==> config.mk <==
export PLATFORM = sky130hd
export DESIGN_NAME = sss_ctrl
export DESIGN_NICKNAME = d
export VERILOG_FILES = /design/src/sv/sss_pkg.sv /design/src/sv/sss_ctrl.sv
export VERILOG_INCLUDE_DIRS = /design/src /design/src/sv
export SDC_FILE = /design/constraint.sdc
export NUM_CORES = 1
export LEC_CHECK = 0
export BUFFER_PORTS_ARGS = -buffer_cell sky130_fd_sc_hd__clkbuf_2
export CAP_MARGIN = 10
export CELL_PAD_IN_SITES_DETAIL_PLACEMENT = 1
export CELL_PAD_IN_SITES_GLOBAL_PLACEMENT = 1
export CORE_MARGIN = 5
export CORE_UTILIZATION = 35
export CTS_CLUSTER_SIZE = 16
export DETAILED_ROUTE_END_ITERATION = 8
export PLACE_DENSITY = 0.84
export SLEW_MARGIN = 0
export SYNTH_ARGS = -nofsm -noshare
export SYNTH_HDL_FRONTEND = slang
export SYNTH_SLANG_ARGS = --single-unit
export TNS_END_PERCENT = 100
==> constraint.sdc <==
create_clock -name clk -period 4.15 [get_ports clk]
set_input_delay 0.415 -clock clk [delete_from_list [all_inputs] [get_ports clk]]
set_output_delay 0.415 -clock clk [all_outputs]
set_load 0.02 [all_outputs]
==> src/sv/scoped_symbol_stack_defines.svh <==
// ----------------------------------------------------------------------------
// Scoped symbol stack assertion macros
// Concurrent assertion forms used by the symbol stack sequencer.
// ----------------------------------------------------------------------------
`ifndef SCOPED_SYMBOL_STACK_DEFINES_SVH
`define SCOPED_SYMBOL_STACK_DEFINES_SVH

// Same-cycle implication, checked on every rising clock edge out of reset.
`define SSS_ASSERT_NOW(label, ante, cons, msg) \
	label: assert property (@(posedge clk) disable iff (!arst_n) (ante) |-> (cons)) \
		else $error(msg);

// Next-cycle implication, checked on every rising clock edge out of reset.
`define SSS_ASSERT_NEXT(label, ante, cons, msg) \
	label: assert property (@(posedge clk) disable iff (!arst_n) (ante) |=> (cons)) \
		else $error(msg);

`endif

==> src/sv/sss_pkg.sv <==
// ----------------------------------------------------------------------------
// Scoped symbol stack package
// Sizes, request and status codes, and the memory access bundles.
// ----------------------------------------------------------------------------
package sss_pkg;

	localparam int ENTRY_DEPTH = 64;
	localparam int SCOPE_DEPTH = 16;
	localparam int KEY_BITS    = 64;

	// Port field widths.
	localparam int REQ_W    = 3;
	localparam int KEY_W    = 64;
	localparam int KIND_W   = 8;
	localparam int INDEX_W  = 6;
	localparam int STATUS_W = 2;

	// Derived storage widths.
	localparam int EIDX_W = $clog2(ENTRY_DEPTH);
	localparam int ECNT_W = $clog2(ENTRY_DEPTH + 1);
	localparam int SIDX_W = (SCOPE_DEPTH > 1) ? $clog2(SCOPE_DEPTH) : 1;
	localparam int SCNT_W = $clog2(SCOPE_DEPTH + 1);

	localparam logic [REQ_W-1:0] REQ_OPEN     = REQ_W'(0);
	localparam logic [REQ_W-1:0] REQ_REGISTER = REQ_W'(1);
	localparam logic [REQ_W-1:0] REQ_LOOKUP   = REQ_W'(2);
	localparam logic [REQ_W-1:0] REQ_POP      = REQ_W'(3);
	localparam logic [REQ_W-1:0] REQ_WIPE     = REQ_W'(4);

	localparam logic [STATUS_W-1:0] ST_OK         = STATUS_W'(0);
	localparam logic [STATUS_W-1:0] ST_ENTRY_FULL = STATUS_W'(1);
	localparam logic [STATUS_W-1:0] ST_SCOPE_FULL = STATUS_W'(2);
	localparam logic [STATUS_W-1:0] ST_NO_SCOPE   = STATUS_W'(3);

	typedef struct packed {
		logic                we;
		logic [EIDX_W-1:0]   waddr;
		logic [KEY_BITS-1:0] wkey;
		logic [KIND_W-1:0]   wkind;
		logic [EIDX_W-1:0]   raddr;
	} entry_req_t;

	typedef struct packed {
		logic [KEY_BITS-1:0] key;
		logic [KIND_W-1:0]   kind;
	} entry_rd_t;

	typedef struct packed {
		logic              we;
		logic [SIDX_W-1:0] waddr;
		logic [ECNT_W-1:0] wdata;
		logic [SIDX_W-1:0] raddr;
	} scope_req_t;

endpackage

==> src/sv/sss_ctrl.sv <==
// ----------------------------------------------------------------------------
// Scoped symbol stack sequencer
// Decodes requests, keeps the stack pointers and walks the entry memory.
// ----------------------------------------------------------------------------
`include "scoped_symbol_stack_defines.svh"

module sss_ctrl (
	input  logic                           clk,
	input  logic                           arst_n,
	input  logic                           start,
	output logic                           busy,
	input  logic [sss_pkg::REQ_W-1:0]      req_type,
	input  logic [sss_pkg::KEY_W-1:0]      symbol_key,
	input  logic [sss_pkg::KIND_W-1:0]     symbol_kind,
	output sss_pkg::entry_req_t            ereq,
	input  sss_pkg::entry_rd_t             erd,
	output sss_pkg::scope_req_t            sreq,
	input  logic [sss_pkg::ECNT_W-1:0]     scope_rdata,
	output logic                           done,
	output logic                           found,
	output logic [sss_pkg::INDEX_W-1:0]    entry_index,
	output logic [sss_pkg::KIND_W-1:0]     found_kind,
	output logic [sss_pkg::STATUS_W-1:0]   status
);

	localparam logic [1:0] ST_IDLE    = 2'd0;
	localparam logic [1:0] ST_REG_RMW = 2'd1;
	localparam logic [1:0] ST_LOOK    = 2'd2;
	localparam logic [1:0] ST_POP_RD  = 2'd3;

	logic [1:0]                     state_q, state_d;
	logic [sss_pkg::ECNT_W-1:0]     count_q, count_d, cnt_m1, sat_inc;
	logic [sss_pkg::SCNT_W-1:0]     depth_q, depth_d, dep_m1;
	logic [sss_pkg::EIDX_W-1:0]     idx_q, idx_d;
	logic [sss_pkg::KEY_BITS-1:0]   key_q, key_d;
	logic                           accept;

	logic                           done_q, done_d;
	logic                           found_q, found_d;
	logic [sss_pkg::EIDX_W-1:0]     index_q, index_d;
	logic [sss_pkg::KIND_W-1:0]     fkind_q, fkind_d;
	logic [sss_pkg::STATUS_W-1:0]   status_q, status_d;

	assign busy   = (state_q != ST_IDLE);
	assign accept = start && !busy;
	assign cnt_m1 = count_q - sss_pkg::ECNT_W'(1);
	assign dep_m1 = depth_q - sss_pkg::SCNT_W'(1);

	// A scope can outgrow the entry stack across wipes; any size at or above
	// the stack depth pops everything, so the count saturates there.
	assign sat_inc = (scope_rdata >= sss_pkg::ECNT_W'(sss_pkg::ENTRY_DEPTH)) ?
		scope_rdata : scope_rdata + sss_pkg::ECNT_W'(1);

	always_comb begin
		state_d  = state_q;
		count_d  = count_q;
		depth_d  = depth_q;
		idx_d    = idx_q;
		key_d    = key_q;
		done_d   = 1'b0;
		found_d  = 1'b0;
		index_d  = '0;
		fkind_d  = '0;
		status_d = sss_pkg::ST_OK;

		ereq.we    = 1'b0;
		ereq.waddr = count_q[sss_pkg::EIDX_W-1:0];
		ereq.wkey  = symbol_key[sss_pkg::KEY_BITS-1:0];
		ereq.wkind = symbol_kind;
		ereq.raddr = (state_q == ST_LOOK) ? idx_q - sss_pkg::EIDX_W'(1) :
			cnt_m1[sss_pkg::EIDX_W-1:0];

		sreq.we    = 1'b0;
		sreq.waddr = depth_q[sss_pkg::SIDX_W-1:0];
		sreq.wdata = '0;
		sreq.raddr = dep_m1[sss_pkg::SIDX_W-1:0];

		unique case (state_q)
			ST_IDLE: begin
				if (accept) begin
					key_d = symbol_key[sss_pkg::KEY_BITS-1:0];
					unique case (req_type)
						sss_pkg::REQ_OPEN: begin
							done_d = 1'b1;
							if (depth_q >= sss_pkg::SCNT_W'(sss_pkg::SCOPE_DEPTH)) begin
								status_d = sss_pkg::ST_SCOPE_FULL;
							end else begin
								sreq.we = 1'b1;
								depth_d = depth_q + sss_pkg::SCNT_W'(1);
							end
						end
						sss_pkg::REQ_REGISTER: begin
							if (depth_q == '0) begin
								done_d   = 1'b1;
								status_d = sss_pkg::ST_NO_SCOPE;
							end else if (count_q >= sss_pkg::ECNT_W'(sss_pkg::ENTRY_DEPTH)) begin
								done_d   = 1'b1;
								status_d = sss_pkg::ST_ENTRY_FULL;
							end else begin
								// The scope size read goes out now; it is bumped next cycle.
								ereq.we = 1'b1;
								count_d = count_q + sss_pkg::ECNT_W'(1);
								state_d = ST_REG_RMW;
							end
						end
						sss_pkg::REQ_LOOKUP: begin
							if (count_q == '0) begin
								done_d = 1'b1;
							end else begin
								idx_d   = cnt_m1[sss_pkg::EIDX_W-1:0];
								state_d = ST_LOOK;
							end
						end
						sss_pkg::REQ_POP: begin
							if (depth_q == '0) begin
								done_d   = 1'b1;
								status_d = sss_pkg::ST_NO_SCOPE;
							end else begin
								state_d = ST_POP_RD;
							end
						end
						sss_pkg::REQ_WIPE: begin
							done_d  = 1'b1;
							count_d = '0;
						end
						default: begin
							done_d = 1'b1;
						end
					endcase
				end
			end
			ST_REG_RMW: begin
				sreq.we    = 1'b1;
				sreq.waddr = dep_m1[sss_pkg::SIDX_W-1:0];
				sreq.wdata = sat_inc;
				done_d     = 1'b1;
				state_d    = ST_IDLE;
			end
			ST_LOOK: begin
				// The read data belongs to idx_q; the next older entry is being read.
				if (erd.key == key_q) begin
					done_d  = 1'b1;
					found_d = 1'b1;
					index_d = idx_q;
					fkind_d = erd.kind;
					state_d = ST_IDLE;
				end else if (idx_q == '0) begin
					done_d  = 1'b1;
					state_d = ST_IDLE;
				end else begin
					idx_d = idx_q - sss_pkg::EIDX_W'(1);
				end
			end
			ST_POP_RD: begin
				count_d = (scope_rdata >= count_q) ? '0 : count_q - scope_rdata;
				depth_d = dep_m1;
				done_d  = 1'b1;
				state_d = ST_IDLE;
			end
			default: begin
				state_d = ST_IDLE;
			end
		endcase
	end

	always_ff @(posedge clk or negedge arst_n) begin
		if (!arst_n) begin
			state_q <= ST_IDLE;
			count_q <= '0;
			depth_q <= '0;
			done_q  <= 1'b0;
		end else begin
			state_q <= state_d;
			count_q <= count_d;
			depth_q <= depth_d;
			done_q  <= done_d;
		end
	end

	always_ff @(posedge clk) begin
		idx_q    <= idx_d;
		key_q    <= key_d;
		found_q  <= found_d;
		index_q  <= index_d;
		fkind_q  <= fkind_d;
		status_q <= status_d;
	end

	assign done        = done_q;
	assign found       = found_q;
	assign entry_index = sss_pkg::INDEX_W'(index_q);
	assign found_kind  = fkind_q;
	assign status      = status_q;

	`SSS_ASSERT_NOW(a_count_bound, 1'b1,
		count_q <= sss_pkg::ECNT_W'(sss_pkg::ENTRY_DEPTH), "entry count beyond stack depth")
	`SSS_ASSERT_NOW(a_depth_bound, 1'b1,
		depth_q <= sss_pkg::SCNT_W'(sss_pkg::SCOPE_DEPTH), "scope depth beyond stack depth")
	`SSS_ASSERT_NOW(a_done_idle, done_q, state_q == ST_IDLE,
		"result strobe while a request is still in progress")
	`SSS_ASSERT_NOW(a_hit_in_range, done_q && found_q,
		sss_pkg::ECNT_W'(index_q) < count_q, "lookup hit outside the stored entries")
	`SSS_ASSERT_NEXT(a_register_push,
		accept && req_type == sss_pkg::REQ_REGISTER && depth_q != '0 &&
		count_q < sss_pkg::ECNT_W'(sss_pkg::ENTRY_DEPTH),
		state_q == ST_REG_RMW && count_q == $past(count_q) + sss_pkg::ECNT_W'(1),
		"register transaction did not push an entry")

endmodule

==> flow_results.xml <==
<?xml version="1.0" encoding="UTF-8"?>
<metrics>
  <group name="clock_tree">
    <metric name="clk_pin_slew" unit="ns">0.07</metric>
    <metric name="clk-insertion-delay-late" unit="ns">0.33</metric>
    <metric name="number_of_instances_resized_during_post_cts_repair" unit="">0</metric>
    <metric name="cts_hold_repair.buffers" unit="">0</metric>
    <metric name="tritoncts_num_sinks" unit="">102</metric>
    <metric name="cts_tree" unit="">done</metric>
    <metric name="cts-root-buf" unit="">sky130_fd_sc_hd__clkbuf_16</metric>
    <metric name="cts-buffers-inserted" unit="">9</metric>
    <metric name="clock_tree.htree_level_count" unit="">3</metric>
    <metric name="clock_tree.buffer_depth" unit="">2</metric>
    <metric name="cts_setup_buffers" unit="">0</metric>
  </group>
  <group name="global_route">
    <metric name="pin_count_of_the_biggest_net_entering_global_routing" unit="">34</metric>
    <metric name="grtUsageMet3" unit="">0.06538</metric>
    <metric name="grt.total_usage" unit="">0.1786</metric>
    <metric name="gr-total-overflow" unit="">0</metric>
    <metric name="met1_usage" unit="">0.1742</metric>
    <metric name="grt.busiest_layer" unit="">met2</metric>
    <metric name="grt_first_pass_wirelength" unit="mm">25.63</metric>
    <metric name="antenna_violations_before_repair" unit="">3</metric>
    <metric name="number_of_global_route_vias_before_repair" unit="">4805</metric>
    <metric name="grt_use_met2" unit="">0.3411</metric>
  </group>
  <group name="worst_setup_path">
    <metric name="critical-path-top-delay-family" unit="">adder cells</metric>
    <metric name="critical_setup_path_class" unit="">register to output port</metric>
    <metric name="crit_path_end_kind" unit="">output port</metric>
    <metric name="critical_path.most_common_cell" unit="">sky130_fd_sc_hd__ha_1</metric>
    <metric name="max_stage_delay" unit="ns">0.72</metric>
    <metric name="r2r-start" unit="">state_q[0]</metric>
    <metric name="cp-start-kind" unit="">register</metric>
    <metric name="worstSetupStartpoint" unit="">state_q[0]</metric>
    <metric name="critical_path_depth" unit="">9</metric>
    <metric name="worstSetupEndpoint" unit="">ereq[4]</metric>
    <metric name="path_buf_inv" unit="">2</metric>
    <metric name="r2r_setup_slack" unit="ns">1.41</metric>
    <metric name="crit_path_top_delay_cell" unit="">sky130_fd_sc_hd__ha_1</metric>
    <metric name="series_of_cell_instances_along_the_critical_path" unit="">inv_1, ha_1, mux2i_1, ha_1, nand2_1, xnor2_1, nor2_1, a21oi_1, clkbuf_2</metric>
    <metric name="cp_data_required_time" unit="ns">3.73</metric>
    <metric name="worstPathArrival" unit="ns">3.07</metric>
    <metric name="crit-reg2reg-capture" unit="">idx_q[4]</metric>
    <metric name="number_of_cells_on_the_worst_reg_to_reg_path" unit="">8</metric>
    <metric name="worst-path-max-fanout" unit="">27</metric>
  </group>
  <group name="power_and_ir_drop">
    <metric name="comb_power_frac" unit="">0.408</metric>
    <metric name="power_leakage" unit="nW">3.254</metric>
    <metric name="power-per-cell-area" unit="nW/um^2">578.2</metric>
    <metric name="power.internal" unit="mW">2.404</metric>
    <metric name="netSwitchingPower" unit="mW">1.594</metric>
    <metric name="power.sequential.fraction" unit="">0.400</metric>
    <metric name="totalPowerFinal" unit="mW">3.998</metric>
    <metric name="peakVddDrop" unit="mV">0.2931</metric>
    <metric name="p_sw_frac" unit="">0.3987</metric>
    <metric name="clockPowerShare" unit="">0.192</metric>
  </group>
  <group name="detailed_routing">
    <metric name="postRouteAntennaNets" unit="">0</metric>
    <metric name="routedWlPerCell" unit="um">19.62</metric>
    <metric name="detailedRoute.firstPassIterationCount" unit="">4</metric>
    <metric name="drc" unit="">0</metric>
    <metric name="first_iter_violations" unit="">220</metric>
    <metric name="detailroute.via_count" unit="">4354</metric>
    <metric name="postRouteWirelength" unit="mm">17.84</metric>
    <metric name="detail_route.vias_per_cell" unit="">4.790</metric>
  </group>
  <group name="yosys">
    <metric name="synth_commonest_cells" unit="">sky130_fd_sc_hd__buf_4, sky130_fd_sc_hd__xor2_1, sky130_fd_sc_hd__edfxtp_1</metric>
    <metric name="combined_area_of_all_synthesized_cells" unit="um^2">5683</metric>
    <metric name="synth.yosys.seq_area_share" unit="">0.4958</metric>
    <metric name="library_cell_with_the_largest_summed_area_after_synthesis" unit="">sky130_fd_sc_hd__edfxtp_1</metric>
    <metric name="syn_avg_cell_area" unit="um^2">11.34</metric>
    <metric name="yosys_register_bits" unit="">102</metric>
    <metric name="ys_async_rst_share" unit="">0.1471</metric>
    <metric name="ys_top_cells_by_area" unit="">sky130_fd_sc_hd__edfxtp_1, sky130_fd_sc_hd__xor2_1, sky130_fd_sc_hd__buf_4</metric>
    <metric name="synthDominantCellAreaShare" unit="">0.3699</metric>
    <metric name="synthMostInstantiatedCell" unit="">sky130_fd_sc_hd__buf_4</metric>
    <metric name="number_of_enable_type_register_cells_in_the_synthesized_netlist" unit="">70</metric>
    <metric name="ys_warn_count" unit="">0</metric>
    <metric name="syn_inst" unit="">501</metric>
    <metric name="post_synth_net_total" unit="">679</metric>
    <metric name="dominantRegCellSynth" unit="">sky130_fd_sc_hd__edfxtp_1</metric>
    <metric name="yosys.cell_types.count" unit="">52</metric>
  </group>
  <group name="floorplanning">
    <metric name="floorplan.die_area" unit="um^2">18890</metric>
    <metric name="top_level_ports" unit="">277</metric>
    <metric name="core.rowCount" unit="">46</metric>
    <metric name="core_area" unit="um^2">15890</metric>
    <metric name="initial_utilization" unit="">0.3578</metric>
    <metric name="chipWidth" unit="um">137.4</metric>
    <metric name="chipHeight" unit="um">137.4</metric>
  </group>
  <group name="layout">
    <metric name="synthToLayoutAreaGrowth" unit="%">21.66</metric>
    <metric name="num-nets-final" unit="">863</metric>
    <metric name="post_layout_nonfiller_instances" unit="">909</metric>
    <metric name="register_area" unit="um^2">2818</metric>
    <metric name="multi_input_comb_area" unit="um^2">2162</metric>
    <metric name="drive_gt1_frac" unit="">0.4217</metric>
    <metric name="n_fill_cell" unit="">1846</metric>
  </group>
  <group name="sta">
    <metric name="slew_violations" unit="">0</metric>
    <metric name="number_of_hold_slack_violations_in_the_final_timing_report" unit="">0</metric>
    <metric name="timing.slew.headroom" unit="">0.4321</metric>
    <metric name="fin_crit_period" unit="ns">3.486</metric>
    <metric name="unrepaired_setup_endpoints_after_global_routing" unit="">no</metric>
    <metric name="fin_tns_setup" unit="ns">0</metric>
    <metric name="worst_clock_skew" unit="ns">0.01116</metric>
    <metric name="worst-slew-pin-transition" unit="ns">0.8518</metric>
    <metric name="clock.fmax" unit="GHz">0.2868</metric>
    <metric name="fin_crit_sh" unit="">0.8401</metric>
    <metric name="timing.final.setup_violations" unit="">0</metric>
  </group>
  <group name="place">
    <metric name="placed_cells_incl_taps" unit="">890</metric>
    <metric name="place_congestion" unit="">0.8037</metric>
    <metric name="dp.final_hpwl" unit="mm">15.13</metric>
    <metric name="place.port_buffers" unit="">260</metric>
  </group>
  <group name="status">
    <metric name="run_status" unit="">finished, final reports clean</metric>
  </group>
  <group name="flow_run">
    <metric name="max_cap_viol_count" unit="">0</metric>
  </group>
  <group name="min_path">
    <metric name="min-delay-path-class" unit="">input pin to async pin</metric>
  </group>
</metrics>
## cell type report
| type | instances | share of cell area |
|---|---|---|
| diodes | 3 | 0.001086 |
| clock buffers | 10 | 0.03312 |
| clock inverters | 6 | 0.005248 |
| inverters | 20 | 0.01086 |
| multi-input cells | 290 | 0.3127 |
| flip-flops and latches | 102 | 0.4075 |
| well taps | 216 | 0.03909 |
| repair buffers | 262 | 0.1904 |
## power by group through the flow
| stage | clock network (mW) | registers (mW) | logic (mW) |
|---|---|---|---|
| after floorplan | 0 | 1.55 | 1.21 |
| after global placement | 0 | 1.61 | 1.61 |
| after detailed placement | 0 | 1.63 | 1.65 |
| after CTS | 0.788 | 1.61 | 1.66 |
| after global routing | 0.837 | 1.63 | 1.79 |
| final | 0.766 | 1.60 | 1.63 |
## sequential cells by signal, indices dropped and copies added (netlist names), 2 cells and up
name / cells
key_q: 64
found_kind: 8
entry_index: 6
idx_q: 6
count_q: 7
depth_q: 5
state_q: 2
status: 2
## layer usage
metal	vias up	share of wire
li1	2049	-
met4	0	0.027
met3	26	0.10
met1	2106	0.34
met5	-	0
met2	173	0.53
## metrics by stage
stage,util,instance area [um^2],worst slack (ns),hold WS (ns)
6_report,0.4353,6914,0.6637,0.0008932
5_1_grt,0.4353,6914,0.3877,0.01557
4_1_cts,0.4348,6907,0.6275,0.001995
3_5_place_dp,0.4181,6641,1.001,0.3642
3_3_place_gp,0.4181,6641,1.187,0.3591
2_1_floorplan,-,5683,1.190,0.1194
## how the worst min path moves through the flow
stage                      start    endpoint  slack [ns]  depth (start not counted)
after floorplan           arst_n  count_q[0]        0.12                          0
after global placement    arst_n  depth_q[2]        0.36                          1
after detailed placement  arst_n  depth_q[3]        0.36                          1
after CTS                 arst_n  depth_q[4]       0.002                          1
after global routing      arst_n  depth_q[3]        0.02                          1
final                     arst_n  count_q[4]      0.0009                          1
## worst reg2reg max path, stage by stage (launching register included)
cell and delay [ns]:
sky130_fd_sc_hd__dfrtp_1 0.42, sky130_fd_sc_hd__inv_1 0.11, sky130_fd_sc_hd__ha_1 0.73, sky130_fd_sc_hd__mux2i_1 0.46
sky130_fd_sc_hd__ha_1 0.29, sky130_fd_sc_hd__nand2_1 0.08, sky130_fd_sc_hd__xnor2_1 0.13, sky130_fd_sc_hd__nor2_1 0.13
sky130_fd_sc_hd__a21oi_1 0.08
## cell families (layout without fill, tap and decap cells)
group                    after synthesis  count (layout)  share of synthesized area
multiplexers                           9               9                    0.01673
adder cells (fa/ha/maj)               21              21                    0.04756
buffers and inverters                109             298                     0.1240
XOR/XNOR                              88              88                     0.1356
flip-flops                           102             102                     0.4958
other                                  0               3                          0
AO/OA/AOI/OAI                         52              52                    0.06231
AND/OR/NAND/NOR                      120             120                     0.1180
## layout by cell type (no fill, tap or decap), drive strengths merged, types with 2 or more instances in the layout
master,netlist,routed
and3,16,16
mux2i,8,8
xor2,77,77
a31o,3,3
o21a,2,2
nand2,12,12
nor4,20,20
nor3,5,5
o21ai,14,14
inv,20,21
buf,80,2
or3,2,2
nor4b,2,2
clkinv,0,4
and2,7,7
a211oi,2,2
a21oi,12,12
clkbuf,9,270
or2,3,3
o211ai,2,2
nor2,27,27
nand4,6,6
ha,20,20
dfxtp,17,17
edfxtp,70,70
o221ai,2,2
nand3,11,11
a21o,5,5
o22ai,2,2
xnor2,11,11
nor2b,5,5
diode,0,3
dfrtp,15,15
Note: power is estimated with default switching activity, not from simulation.
