### config.mk
export PLATFORM = sky130hd
export DESIGN_NAME = sss_scope_ram
export DESIGN_NICKNAME = d
export VERILOG_FILES = /design/src/sv/scoped_symbol_stack_defines.svh /design/src/sv/sss_pkg.sv /design/src/sv/sss_scope_ram.sv
export SDC_FILE = /design/constraint.sdc
export NUM_CORES = 1
export LEC_CHECK = 0
export BUFFER_PORTS_ARGS = -buffer_cell sky130_fd_sc_hd__buf_2
export CORE_AREA = 8 8 101 94
export CTS_CLUSTER_SIZE = 10
export DETAILED_ROUTE_END_ITERATION = 7
export DIE_AREA = 0 0 109 102
export PLACE_DENSITY = 0.77
export REMOVE_ABC_BUFFERS = 1
export SKIP_CTS_REPAIR_TIMING = 1
export SYNTH_ARGS = -nofsm -noshare
export SYNTH_HDL_FRONTEND = slang
export SYNTH_SLANG_ARGS = --single-unit
### constraint.sdc
create_clock -name clk -period 2.2 [get_ports clk]
set_input_delay 0.11 -clock clk [delete_from_list [all_inputs] [get_ports clk]]
set_output_delay 0.11 -clock clk [all_outputs]
set_load 0.01 [all_outputs]
### src/sv/scoped_symbol_stack_defines.svh
// ----------------------------------------------------------------------------
// Scoped symbol stack assertion macros
// Concurrent assertion forms used by the symbol stack sequencer.
// ----------------------------------------------------------------------------
`ifndef SCOPED_SYMBOL_STACK_DEFINES_SVH
`define SCOPED_SYMBOL_STACK_DEFINES_SVH

// Same-cycle implication, checked on every rising clock edge out of reset.
`define SSS_ASSERT_NOW(label, ante, cons, msg) \
	label: assert property (@(posedge clk) disable iff (!arst_n) (ante) |-> (cons)) \
		else $error(msg);

// Next-cycle implication, checked on every rising clock edge out of reset.
`define SSS_ASSERT_NEXT(label, ante, cons, msg) \
	label: assert property (@(posedge clk) disable iff (!arst_n) (ante) |=> (cons)) \
		else $error(msg);

`endif

### src/sv/sss_pkg.sv
// ----------------------------------------------------------------------------
// Scoped symbol stack package
// Sizes, request and status codes, and the memory access bundles.
// ----------------------------------------------------------------------------
package sss_pkg;

	localparam int ENTRY_DEPTH = 64;
	localparam int SCOPE_DEPTH = 16;
	localparam int KEY_BITS    = 64;

	// Port field widths.
	localparam int REQ_W    = 3;
	localparam int KEY_W    = 64;
	localparam int KIND_W   = 8;
	localparam int INDEX_W  = 6;
	localparam int STATUS_W = 2;

	// Derived storage widths.
	localparam int EIDX_W = $clog2(ENTRY_DEPTH);
	localparam int ECNT_W = $clog2(ENTRY_DEPTH + 1);
	localparam int SIDX_W = (SCOPE_DEPTH > 1) ? $clog2(SCOPE_DEPTH) : 1;
	localparam int SCNT_W = $clog2(SCOPE_DEPTH + 1);

	localparam logic [REQ_W-1:0] REQ_OPEN     = REQ_W'(0);
	localparam logic [REQ_W-1:0] REQ_REGISTER = REQ_W'(1);
	localparam logic [REQ_W-1:0] REQ_LOOKUP   = REQ_W'(2);
	localparam logic [REQ_W-1:0] REQ_POP      = REQ_W'(3);
	localparam logic [REQ_W-1:0] REQ_WIPE     = REQ_W'(4);

	localparam logic [STATUS_W-1:0] ST_OK         = STATUS_W'(0);
	localparam logic [STATUS_W-1:0] ST_ENTRY_FULL = STATUS_W'(1);
	localparam logic [STATUS_W-1:0] ST_SCOPE_FULL = STATUS_W'(2);
	localparam logic [STATUS_W-1:0] ST_NO_SCOPE   = STATUS_W'(3);

	typedef struct packed {
		logic                we;
		logic [EIDX_W-1:0]   waddr;
		logic [KEY_BITS-1:0] wkey;
		logic [KIND_W-1:0]   wkind;
		logic [EIDX_W-1:0]   raddr;
	} entry_req_t;

	typedef struct packed {
		logic [KEY_BITS-1:0] key;
		logic [KIND_W-1:0]   kind;
	} entry_rd_t;

	typedef struct packed {
		logic              we;
		logic [SIDX_W-1:0] waddr;
		logic [ECNT_W-1:0] wdata;
		logic [SIDX_W-1:0] raddr;
	} scope_req_t;

endpackage

### src/sv/sss_scope_ram.sv
// ----------------------------------------------------------------------------
// Scope size memory
// Per-scope entry counts; one write and one registered read.
// ----------------------------------------------------------------------------
module sss_scope_ram (
	input  logic                        clk,
	input  sss_pkg::scope_req_t         req,
	output logic [sss_pkg::ECNT_W-1:0]  rdata
);

	logic [sss_pkg::ECNT_W-1:0] sizes [sss_pkg::SCOPE_DEPTH];

	always_ff @(posedge clk) begin
		if (req.we) begin
			sizes[req.waddr] <= req.wdata;
		end
		rdata <= sizes[req.raddr];
	end

endmodule

==> results of run 1 <==
-- cells in the mapped netlist --
cell | instances | share of area (%)
edfxtp_1 | 112 | 74
mux4_1 | 17 | 9.9
a22oi_1 | 14 | 2.3
nor2_1 | 13 | 1.1
mux4_2 | 11 | 5.5
nand2_1 | 8 | 0.66
dfxtp_1 | 7 | 3.1
nor3_1 | 4 | 0.44
buf_2 | 3 | 0.33
clkbuf_1 | 2 | 0.17
nand2b_1 | 2 | 0.28
nand3b_1 | 2 | 0.33
nor2b_1 | 2 | 0.28
and2_1 | 1 | 0.14
buf_12 | 1 | 0.44
buf_6 | 1 | 0.25
buf_8 | 1 | 0.33
nand3_1 | 1 | 0.11
or3b_2 | 1 | 0.19
-- area by class of cell --
class	count	area [µm²]	area share, %
clock inverter	8	168	3.07
multi-input combinational	76	958	17.5
timing repair buffer	35	218	3.99
sequential	119	3500	64.1
clock buffer	24	490	8.98
tap	99	124	2.27
-- routing by layer --
metal / global-route usage [%] / up-vias / share of wire [%]
met1: 24.7 / 1141 / 42
met3: 4.92 / 15 / 8.7
met2: 28.0 / 145 / 47
li1: - / 964 / -
met5: 0 / - / 0
met4: 9.88 / 0 / 2.4
-- how the worst min path moves through the flow --
stage	from	to	slack, ns
2_1_floorplan	req[4]	sizes[0][0]$_DFFE_PP_	0.21
3_3_place_gp	req[4]	sizes[6][0]$_DFFE_PP_	0.50
3_5_place_dp	rdata[3]$_DFF_P_	rdata[3]	0.51
4_1_cts	req[4]	sizes[3][0]$_DFFE_PP_	-0.01
5_1_grt	req[4]	sizes[3][0]$_DFFE_PP_	0.005
6_report	req[4]	sizes[6][0]$_DFFE_PP_	0.01
-- sequential cells by signal, summed over array words and instances (netlist names) --
name,flops
sizes,112
rdata,7
-- where the power goes --
part / leakage [nW] / switching (mW) / internal [mW] / total, mW
Clock: 0.323 / 0.907 / 2.10 / 3.01
Sequential: 1.07 / 0.0175 / 2.54 / 2.55
Combinational: 0.506 / 0.143 / 0.0991 / 0.243
-- per-stage QoR --
stage | setup WS [ns] | total power, mW | instances
after floorplan | 0.667 | 2.70 | 195
after global placement | 0.557 | 2.83 | 329
after detailed placement | 0.556 | 2.84 | 329
after CTS | 0.750 | 5.84 | 361
after global routing | 0.698 | 5.96 | 361
final | 0.747 | 5.81 | 361
-- worst reg2reg max path, cell delays in order (launching register included) --
cell and delay [ns]:
edfxtp_1 0.43, mux4_1 0.61, a22oi_1 0.23, nand2_1 0.07
-- kinds of logic after synthesis --
group           after synthesis
compound gates               14
buf+inv                       8
flops                       119
mux                          28
simple gates                 34
==> run_results.csv, run 1 <==
group,metric,value,unit
worst_setup_path,path_cells,"mux4_1, a22oi_1, nand2_1",
place,finalWeightedCongestion,0.716,
cells_and_area,layout-drive-gt1-share,29.0,%
cells_and_area,nets,266,
yosys,ys_seq_area_share,77.3,%
yosys,yosys.area_share.simple,3.51,%
cells_and_area,final_cell_area,5460,µm²
worst_setup_path,worstSetupPathType,"reg -> reg",
floorplan,initial_core_util,58.1,%
floorplan,die_x,109,µm
yosys,synth_xor_area_share,0,%
sta,fin_setup_tns,0,ns
grt,grt_pass1_vias,2278,
yosys,syn_area,4530,µm²
place,portBuffers,23,
detailed_routing,drt_first_iter_violations,159,
clocking,cts_tree,"yes",
worst_setup_path,max_stage_delay,0.61,ns
cells_and_area,area_delta_synth_final,20.5,%
yosys,syn_area_per_cell,22.3,µm²
cells_and_area,final_common_cell,"edfxtp_1",
place,place_area,4800,µm²
cells_and_area,n_antenna_cell,0,
detailed_routing,vias_per_cell,6.27,
worst_setup_path,cp.arrival,1.83,ns
sta,rsz0062_at_grt,"false",
grt,overflow,0,
clocking,clock-root-buffer,"clkbuf_8",
yosys,ys_types,19,
grt,grt_use_total,18.7,%
place,dp_hpwl,5.30,mm
min_path,whs_path_depth,1,
worst_setup_path,crit_path_end_kind,"register",
yosys,yosys_warnings,0,
sta,finalSetupViolations,0,
min_path,hold_class,"in -> reg",
worst_setup_path,worstPathRequired,2.58,ns
worst_setup_path,path_buf_inv,0,
clocking,insertion_delay,0.50,ns
clocking,cts_max_level,4,
sta,whs,0.0112,ns
floorplan,die_height,102,µm
clocking,numCtsBuffers,17,
floorplan,die-area,11100,µm²
clocking,cts_buffer_depth,2,
detailed_routing,wire_per_inst,26.3,µm
cells_and_area,fillCellCount,450,
status,status,"complete, no violations",
cells_and_area,fin_util,70.1,%
yosys,syn_inst,203,
yosys,synth_top_family_by_area,"multiplexers",
detailed_routing,drtAntennaViolNets,0,
yosys,synth_compound_area_share,2.32,%
worst_setup_path,critPathLaunch,"sizes[1][2]$_DFFE_PP_",
worst_setup_path,path_max_fanout,1,
clocking,clk_pin_slew,0.06,ns
worst_setup_path,r2r_setup_slack,0.75,ns
sta,hold_viol,0,
yosys,synthMuxAreaShare,15.3,%
sta,timing.fmax,688,MHz
power_and_ir_drop,leakage,1.90,nW
worst_setup_path,path_delay_family,"multiplexers",
worst_setup_path,cp-endpoint,"rdata[2]$_DFF_P_",
sta,report.final.slew_viol_count,0,
sta,finalCritPeriodShare,66.0,%
run,max_cap_viol_count,0,
worst_setup_path,critPathSlowestCell,"mux4_1",
clocking,clkSinkCount,119,
floorplan,rows,31,
floorplan,ioPinCount,24,
sta,fin_worst_skew,0.00647,ns
worst_setup_path,r2r_start,"sizes[1][2]$_DFFE_PP_",
detailed_routing,routed_wl,9.51,mm
grt,grt_max_degree,29,
worst_setup_path,cp.depth,3,
yosys,synthAdderAreaFrac,0,%
detailed_routing,vias,2265,
sta,tightest_slew,0.676,ns
sta,final.min_clock_period,1.45,ns
worst_setup_path,rr_worst_depth,3,
cells_and_area,final_cell_mix,"112 x edfxtp_1, 23 x buf_2, 17 x mux4_1",
worst_setup_path,r2r-end,"rdata[2]$_DFF_P_",
floorplan,core_area,7800,µm²
yosys,synth.ff_latch_count,119,
grt,antenna_found_initial,0,
power_and_ir_drop,p_per_area,1060,nW/µm²
detailed_routing,firstDrtPassIters,5,
power_and_ir_drop,ir_drop,0.675,mV
worst_setup_path,critPathLaunchType,"register",
sta,slew_headroom,54.8,%
grt,grt_pass1_wl,14.1,mm
detailed_routing,route.detailed.drc,0,
Note: power is estimated with default switching activity, not from simulation.
==> run 2, diff against run 1 <==
--- a/config.mk
+++ b/config.mk
@@ -6,11 +6,11 @@
 export NUM_CORES = 1
 export LEC_CHECK = 0
 export BUFFER_PORTS_ARGS = -buffer_cell sky130_fd_sc_hd__buf_2
-export CORE_AREA = 8 8 101 94
+export CORE_AREA = 8 8 106 98
 export CTS_CLUSTER_SIZE = 10
 export DETAILED_ROUTE_END_ITERATION = 7
-export DIE_AREA = 0 0 109 102
-export PLACE_DENSITY = 0.77
+export DIE_AREA = 0 0 114 106
+export PLACE_DENSITY = 0.74
 export REMOVE_ABC_BUFFERS = 1
 export SKIP_CTS_REPAIR_TIMING = 1
 export SYNTH_ARGS = -nofsm -noshare
==> constraint.sdc (replaced) <==
create_clock -name clk -period 1.21 [get_ports clk]
set_input_delay 0.0605 -clock clk [delete_from_list [all_inputs] [get_ports clk]]
set_output_delay 0.0605 -clock clk [all_outputs]
set_load 0.01 [all_outputs]
==> run 2 against run 1 <==
Net effect: utilization decreased by 6.5 points; critical endpoint is now rdata[6]$_DFF_P_; via count increased by 0.49%; die area grew 8.7%; final cell count grew 11%; critical path type unchanged; the flow now finishes with violations (negative setup slack).
==> run_results.csv, run 2 (synthesis gave the netlist of run 1 again) <==
group,metric,value,unit
grt,antenna_found_initial,0,
detailed_routing,route.detailed.drc,0,
sta,slew_headroom,48.4,%
sta,rsz0062_at_grt,"true",
cells_and_area,stdcell_count,402,
clocking,cts_buffer_depth,2,
place,dp_hpwl,5.43,mm
detailed_routing,routed_wl,9.12,mm
worst_setup_path,worstPathRequired,1.60,ns
power_and_ir_drop,switching_share,20.7,%
cells_and_area,regMostFlops,"sizes",
cells_and_area,layout-drive-gt1-share,38.6,%
cells_and_area,largest_register_ffs,112,
power_and_ir_drop,p_per_area,1770,nW/µm²
cells_and_area,n_antenna_cell,0,
sta,tightest_slew,0.773,ns
sta,hold_viol,0,
worst_setup_path,critPathLaunch,"sizes[6][6]$_DFFE_PP_",
grt,grt_pass1_vias,2350,
min_path,hold_class,"in -> reg",
floorplan,die_height,106,µm
sta,timing.fmax,781,MHz
cells_and_area,top_regs,"sizes x112, rdata x7",
sta,fin_worst_skew,0.00579,ns
power_and_ir_drop,p_seq_share,47.2,%
place,place_ws,-0.291,ns
sta,report.final.slew_viol_count,0,
place,finalWeightedCongestion,0.734,
grt,overflow,0,
detailed_routing,wire_per_inst,22.7,µm
power_and_ir_drop,p_clk_share,47.6,%
power_and_ir_drop,switching_power,2.03,mW
detailed_routing,firstDrtPassIters,4,
clocking,clock-root-buffer,"clkbuf_8",
sta,finalSetupViolations,7,
cells_and_area,final_common_cell,"edfxtp_1",
power_and_ir_drop,combPwrFrac,5.2,%
detailed_routing,vias_per_cell,5.66,
power_and_ir_drop,ir_drop,0.988,mV
clocking,insertion_delay,0.50,ns
place,place_inst,363,
detailed_routing,drt_first_iter_violations,227,
worst_setup_path,worstSetupPathType,"reg -> reg",
sta,fin_setup_tns,-0.299,ns
worst_setup_path,r2r_start,"sizes[6][6]$_DFFE_PP_",
grt,grt_use_total,16.0,%
status,status,"finished with violations",
worst_setup_path,critPathLaunchType,"register",
sta,finalCritPeriodShare,106,%
worst_setup_path,crit_path_end_kind,"register",
clocking,cts_tree,"yes",
floorplan,core_area,8750,µm²
power_and_ir_drop,leakage,1.90,nW
grt,grt_pass1_wl,13.7,mm
clocking,clk_pin_slew,0.06,ns
cells_and_area,nets,284,
run,max_cap_viol_count,0,
cells_and_area,final_cell_mix,"112 x edfxtp_1, 23 x mux4_2, 23 x buf_2",
worst_setup_path,cp.arrival,1.67,ns
power_and_ir_drop,internal_power,7.80,mW
worst_setup_path,path_max_fanout,1,
floorplan,rows,33,
status,violations,"negative setup slack",
grt,grt_max_degree,29,
place,portBuffers,23,
detailed_routing,vias,2276,
floorplan,die-area,12100,µm²
clocking,cts_max_level,4,
floorplan,ioPinCount,24,
sta,final.min_clock_period,1.28,ns
clocking,numCtsBuffers,17,
detailed_routing,drtAntennaViolNets,0,
min_path,holdCritStartpoint,"req[11]",
clocking,clkSinkCount,119,
cells_and_area,area_delta_synth_final,22.8,%
floorplan,initial_core_util,51.8,%
sta,finalWorstSetupSlack,-0.0709,ns
sta,whs,0.116,ns
floorplan,die_x,114,µm
==> run 2: area by class of cell <==
cell class / instances / area [µm²]
Tap cell: 122 / 153
Fill cell: 628 / 3190
Clock buffer: 19 / 432
Clock inverter: 13 / 131
Timing Repair Buffer: 53 / 395
Sequential cell: 119 / 3500
Multi-Input combinational cell: 76 / 948
==> run 2: worst max-delay path, cell delays in order, from the launching register on <==
cell and delay [ns]:
edfxtp_1 0.39, mux4_2 0.52, a22oi_2 0.18, nand2_1 0.07
==> run 2: layer usage <==
layer | global-route usage (%) | vias up | share of wire (%)
met4 | 8.83 | 0 | 1.7
met1 | 22.2 | 1199 | 47
met2 | 23.3 | 84 | 46
met5 | 0 | - | 0
met3 | 3.23 | 12 | 4.7
li1 | - | 981 | -
==> run 2: final timing paths <==
check | cells after the start | to | slack [ns]
worst min register to register | 3 | rdata[6]$_DFF_P_ | 0.67
worst min-delay path | 3 | sizes[4][2]$_DFFE_PP_ | 0.12
worst max register to register | 3 | rdata[6]$_DFF_P_ | -0.07
worst max-delay path | 3 | rdata[6]$_DFF_P_ | -0.07
==> run 2: power groups by stage <==
stage,logic [mW],clock network (mW),registers (mW)
finish,0.508,4.69,4.64
global route,0.549,4.90,4.65
global placement,0.453,0,4.71
CTS,0.474,4.74,4.64
floorplan,0.185,0,4.73
detailed placement,0.471,0,4.72
==> run 2: metrics by stage <==
step	cell area, µm²	util [%]	power, mW
2_1_floorplan	4460	-	4.91
6_report	5560	63.6	9.83
3_3_place_gp	4940	56.4	5.17
4_1_cts	5500	62.9	9.85
5_1_grt	5560	63.6	10.1
3_5_place_dp	4940	56.4	5.19
==> run 3, diff against run 2 <==
--- a/config.mk
+++ b/config.mk
@@ -5,13 +5,14 @@
 export SDC_FILE = /design/constraint.sdc
 export NUM_CORES = 1
 export LEC_CHECK = 0
-export BUFFER_PORTS_ARGS = -buffer_cell sky130_fd_sc_hd__buf_2
-export CORE_AREA = 8 8 106 98
+export CORE_AREA = 8 8 104 97
 export CTS_CLUSTER_SIZE = 10
 export DETAILED_ROUTE_END_ITERATION = 7
-export DIE_AREA = 0 0 114 106
-export PLACE_DENSITY = 0.74
+export DIE_AREA = 0 0 112 105
+export DONT_BUFFER_PORTS = 1
+export PLACE_DENSITY = 0.73
 export REMOVE_ABC_BUFFERS = 1
+export SETUP_SLACK_MARGIN = 0.5
 export SKIP_CTS_REPAIR_TIMING = 1
 export SYNTH_ARGS = -nofsm -noshare
 export SYNTH_HDL_FRONTEND = slang
==> run 3 against run 2 <==
Net effect: sequential share of layout area up 2.6 points; sequential power about the same; highest routed layer unchanged; clock power down 4%; non-clock buffer count down 27; critical path type unchanged; sequential cell count unchanged; register-to-register slack worse by 0.04 ns; via count down 4.1%; final cell count down 12%; worst setup slack worse by 0.043 ns; combinational power down 27%; the run ends with negative hold slack, negative setup slack left; fmax down 3.2%; routed wire length up 0.91%.
==> run_results.csv, run 3 (synthesis gave the netlist of run 1 again) <==
group,metric,value,unit
detailed_routing,routed_wl,9.21,mm
place,place_area,4730,µm²
clocking,clk_pin_slew,0.05,ns
floorplan,die_height,105,µm
grt,grt_pass1_wl,13.8,mm
min_path,holdCritStartpoint,"req[1]",
place,finalWeightedCongestion,0.718,
sta,slew_headroom,54.4,%
worst_setup_path,path_max_fanout,1,
sta,report.final.slew_viol_count,0,
min_path,hold_class,"in -> reg",
power_and_ir_drop,finalPower,9.53,mW
worst_setup_path,cp.arrival,1.71,ns
detailed_routing,wl_met2,4.55,mm
sta,final.min_clock_period,1.32,ns
grt,grt_max_degree,29,
detailed_routing,route.detailed.drc,0,
floorplan,die-area,11800,µm²
cells_and_area,layout-drive-gt1-share,33.2,%
sta,fin_worst_skew,0.00826,ns
grt,antenna_found_initial,0,
sta,hold_viol,35,
cells_and_area,nets,257,
cells_and_area,fillCellCount,553,
cells_and_area,ff_latch_area,3510,µm²
place,dp_hpwl,5.17,mm
clocking,cts_max_level,4,
cells_and_area,final_cell_mix,"112 x edfxtp_1, 24 x mux4_2, 19 x buf_4",
clocking,numCtsBuffers,17,
worst_setup_path,critPathLaunchType,"register",
worst_setup_path,crit_path_end_kind,"register",
floorplan,die_x,112,µm
cells_and_area,area_delta_synth_final,18.2,%
detailed_routing,firstDrtPassIters,5,
grt,grt_pass1_vias,2201,
power_and_ir_drop,ir_drop,1.57,mV
cells_and_area,regMostFlops,"sizes",
min_path,whs_path_depth,3,
sta,rsz0062_at_grt,"true",
detailed_routing,drt_first_iter_violations,183,
status,status,"finished with violations",
worst_setup_path,worstPathRequired,1.59,ns
power_and_ir_drop,leakage,1.76,nW
min_path,whs_endpoint,"rdata[3]$_DFF_P_",
grt,overflow,0,
detailed_routing,wire_per_inst,25.9,µm
sta,tightest_slew,0.681,ns
detailed_routing,drtAntennaViolNets,0,
floorplan,rows,32,
detailed_routing,wl_met3,835,µm
cells_and_area,fin_util,64.3,%
clocking,clkSinkCount,119,
sta,finalCritPeriodShare,109,%
sta,finalWorstSetupSlack,-0.114,ns
worst_setup_path,rr_worst_depth,3,
cells_and_area,largest_register_ffs,112,
clocking,clock-root-buffer,"clkbuf_8",
worst_setup_path,r2r_setup_slack,-0.11,ns
floorplan,initial_core_util,54.4,%
cells_and_area,n_antenna_cell,0,
cells_and_area,final_common_cell,"edfxtp_1",
worst_setup_path,worstSetupPathType,"reg -> reg",
floorplan,ioPinCount,24,
clocking,insertion_delay,0.51,ns
grt,grt_use_total,16.5,%
sta,whs,-0.145,ns
clocking,cts_tree,"yes",
detailed_routing,top_layer,"met4",
detailed_routing,vias_per_cell,6.15,
cells_and_area,final_cell_area,5350,µm²
run,max_cap_viol_count,0,
floorplan,core_area,8330,µm²
cells_and_area,top_regs,"sizes x112, rdata x7",
cells_and_area,multi_input_area,967,µm²
sta,timing.fmax,755,MHz
place,place_ws,-0.154,ns
sta,finalSetupViolations,7,
power_and_ir_drop,p_per_area,1780,nW/µm²
place,portBuffers,0,
detailed_routing,wl_met1,3.63,mm
clocking,cts_buffer_depth,2,
detailed_routing,vias,2183,
status,violations,"negative hold slack, negative setup slack",
worst_setup_path,r2r-end,"rdata[0]$_DFF_P_",
worst_setup_path,r2r_start,"sizes[2][0]$_DFFE_PP_",
[run 3: cell count changes in the layout (fill, tap and decap cells not counted), sizes merged]
cell  delta
buf     -27
[run 3: cell type report]
| cell class | count | share of cell area (%) |
|---|---|---|
| flip-flops and latches | 119 | 65.6 |
| clock inverters | 13 | 2.10 |
| well taps | 102 | 2.38 |
| repair buffers | 26 | 3.97 |
| clock buffers | 19 | 7.88 |
| multi-input cells | 76 | 18.1 |
[run 3: worst max-delay path, stage by stage (launching register included)]
cell	delay [ns]
edfxtp_1	0.42
mux4_2	0.52
a22oi_2	0.19
nand2_1	0.08
[run 3: routing by layer]
metal	global-route usage, %	vias to the layer above
li1	-	929
met1	20.9	1119
met2	25.5	121
met3	5.70	14
met4	7.12	0
met5	0	-
[run 3: through the flow]
stage | setup TNS, ns | hold WS [ns] | cells
2_1_floorplan | -2.99 | 0.159 | 195
3_3_place_gp | -0.824 | 0.161 | 316
3_5_place_dp | -1.02 | 0.160 | 316
4_1_cts | -1.09 | -0.369 | 348
5_1_grt | -0.736 | -0.143 | 355
6_report | -0.465 | -0.145 | 355
[run 3: worst max-delay path by stage]
stage | startpoint | end | slack (ns) | cells past startpoint
floorplan | req[13] | sizes[0][0]$_DFFE_PP_ | -0.27 | 2
global placement | sizes[8][5]$_DFFE_PP_ | rdata[5]$_DFF_P_ | -0.11 | 3
detailed placement | sizes[15][5]$_DFFE_PP_ | rdata[5]$_DFF_P_ | -0.15 | 3
CTS | sizes[9][6]$_DFFE_PP_ | rdata[6]$_DFF_P_ | -0.24 | 3
global route | sizes[2][0]$_DFFE_PP_ | rdata[0]$_DFF_P_ | -0.15 | 3
finish | sizes[2][0]$_DFFE_PP_ | rdata[0]$_DFF_P_ | -0.11 | 3
[run 3: power breakdown]
| part | leakage (nW) | switching, mW | internal, mW |
|---|---|---|---|
| Sequential | 1.07 | 0.0479 | 4.62 |
| Clock | 0.256 | 1.63 | 2.86 |
| Combinational | 0.428 | 0.192 | 0.179 |
| Total | 1.76 | 1.87 | 7.66 |
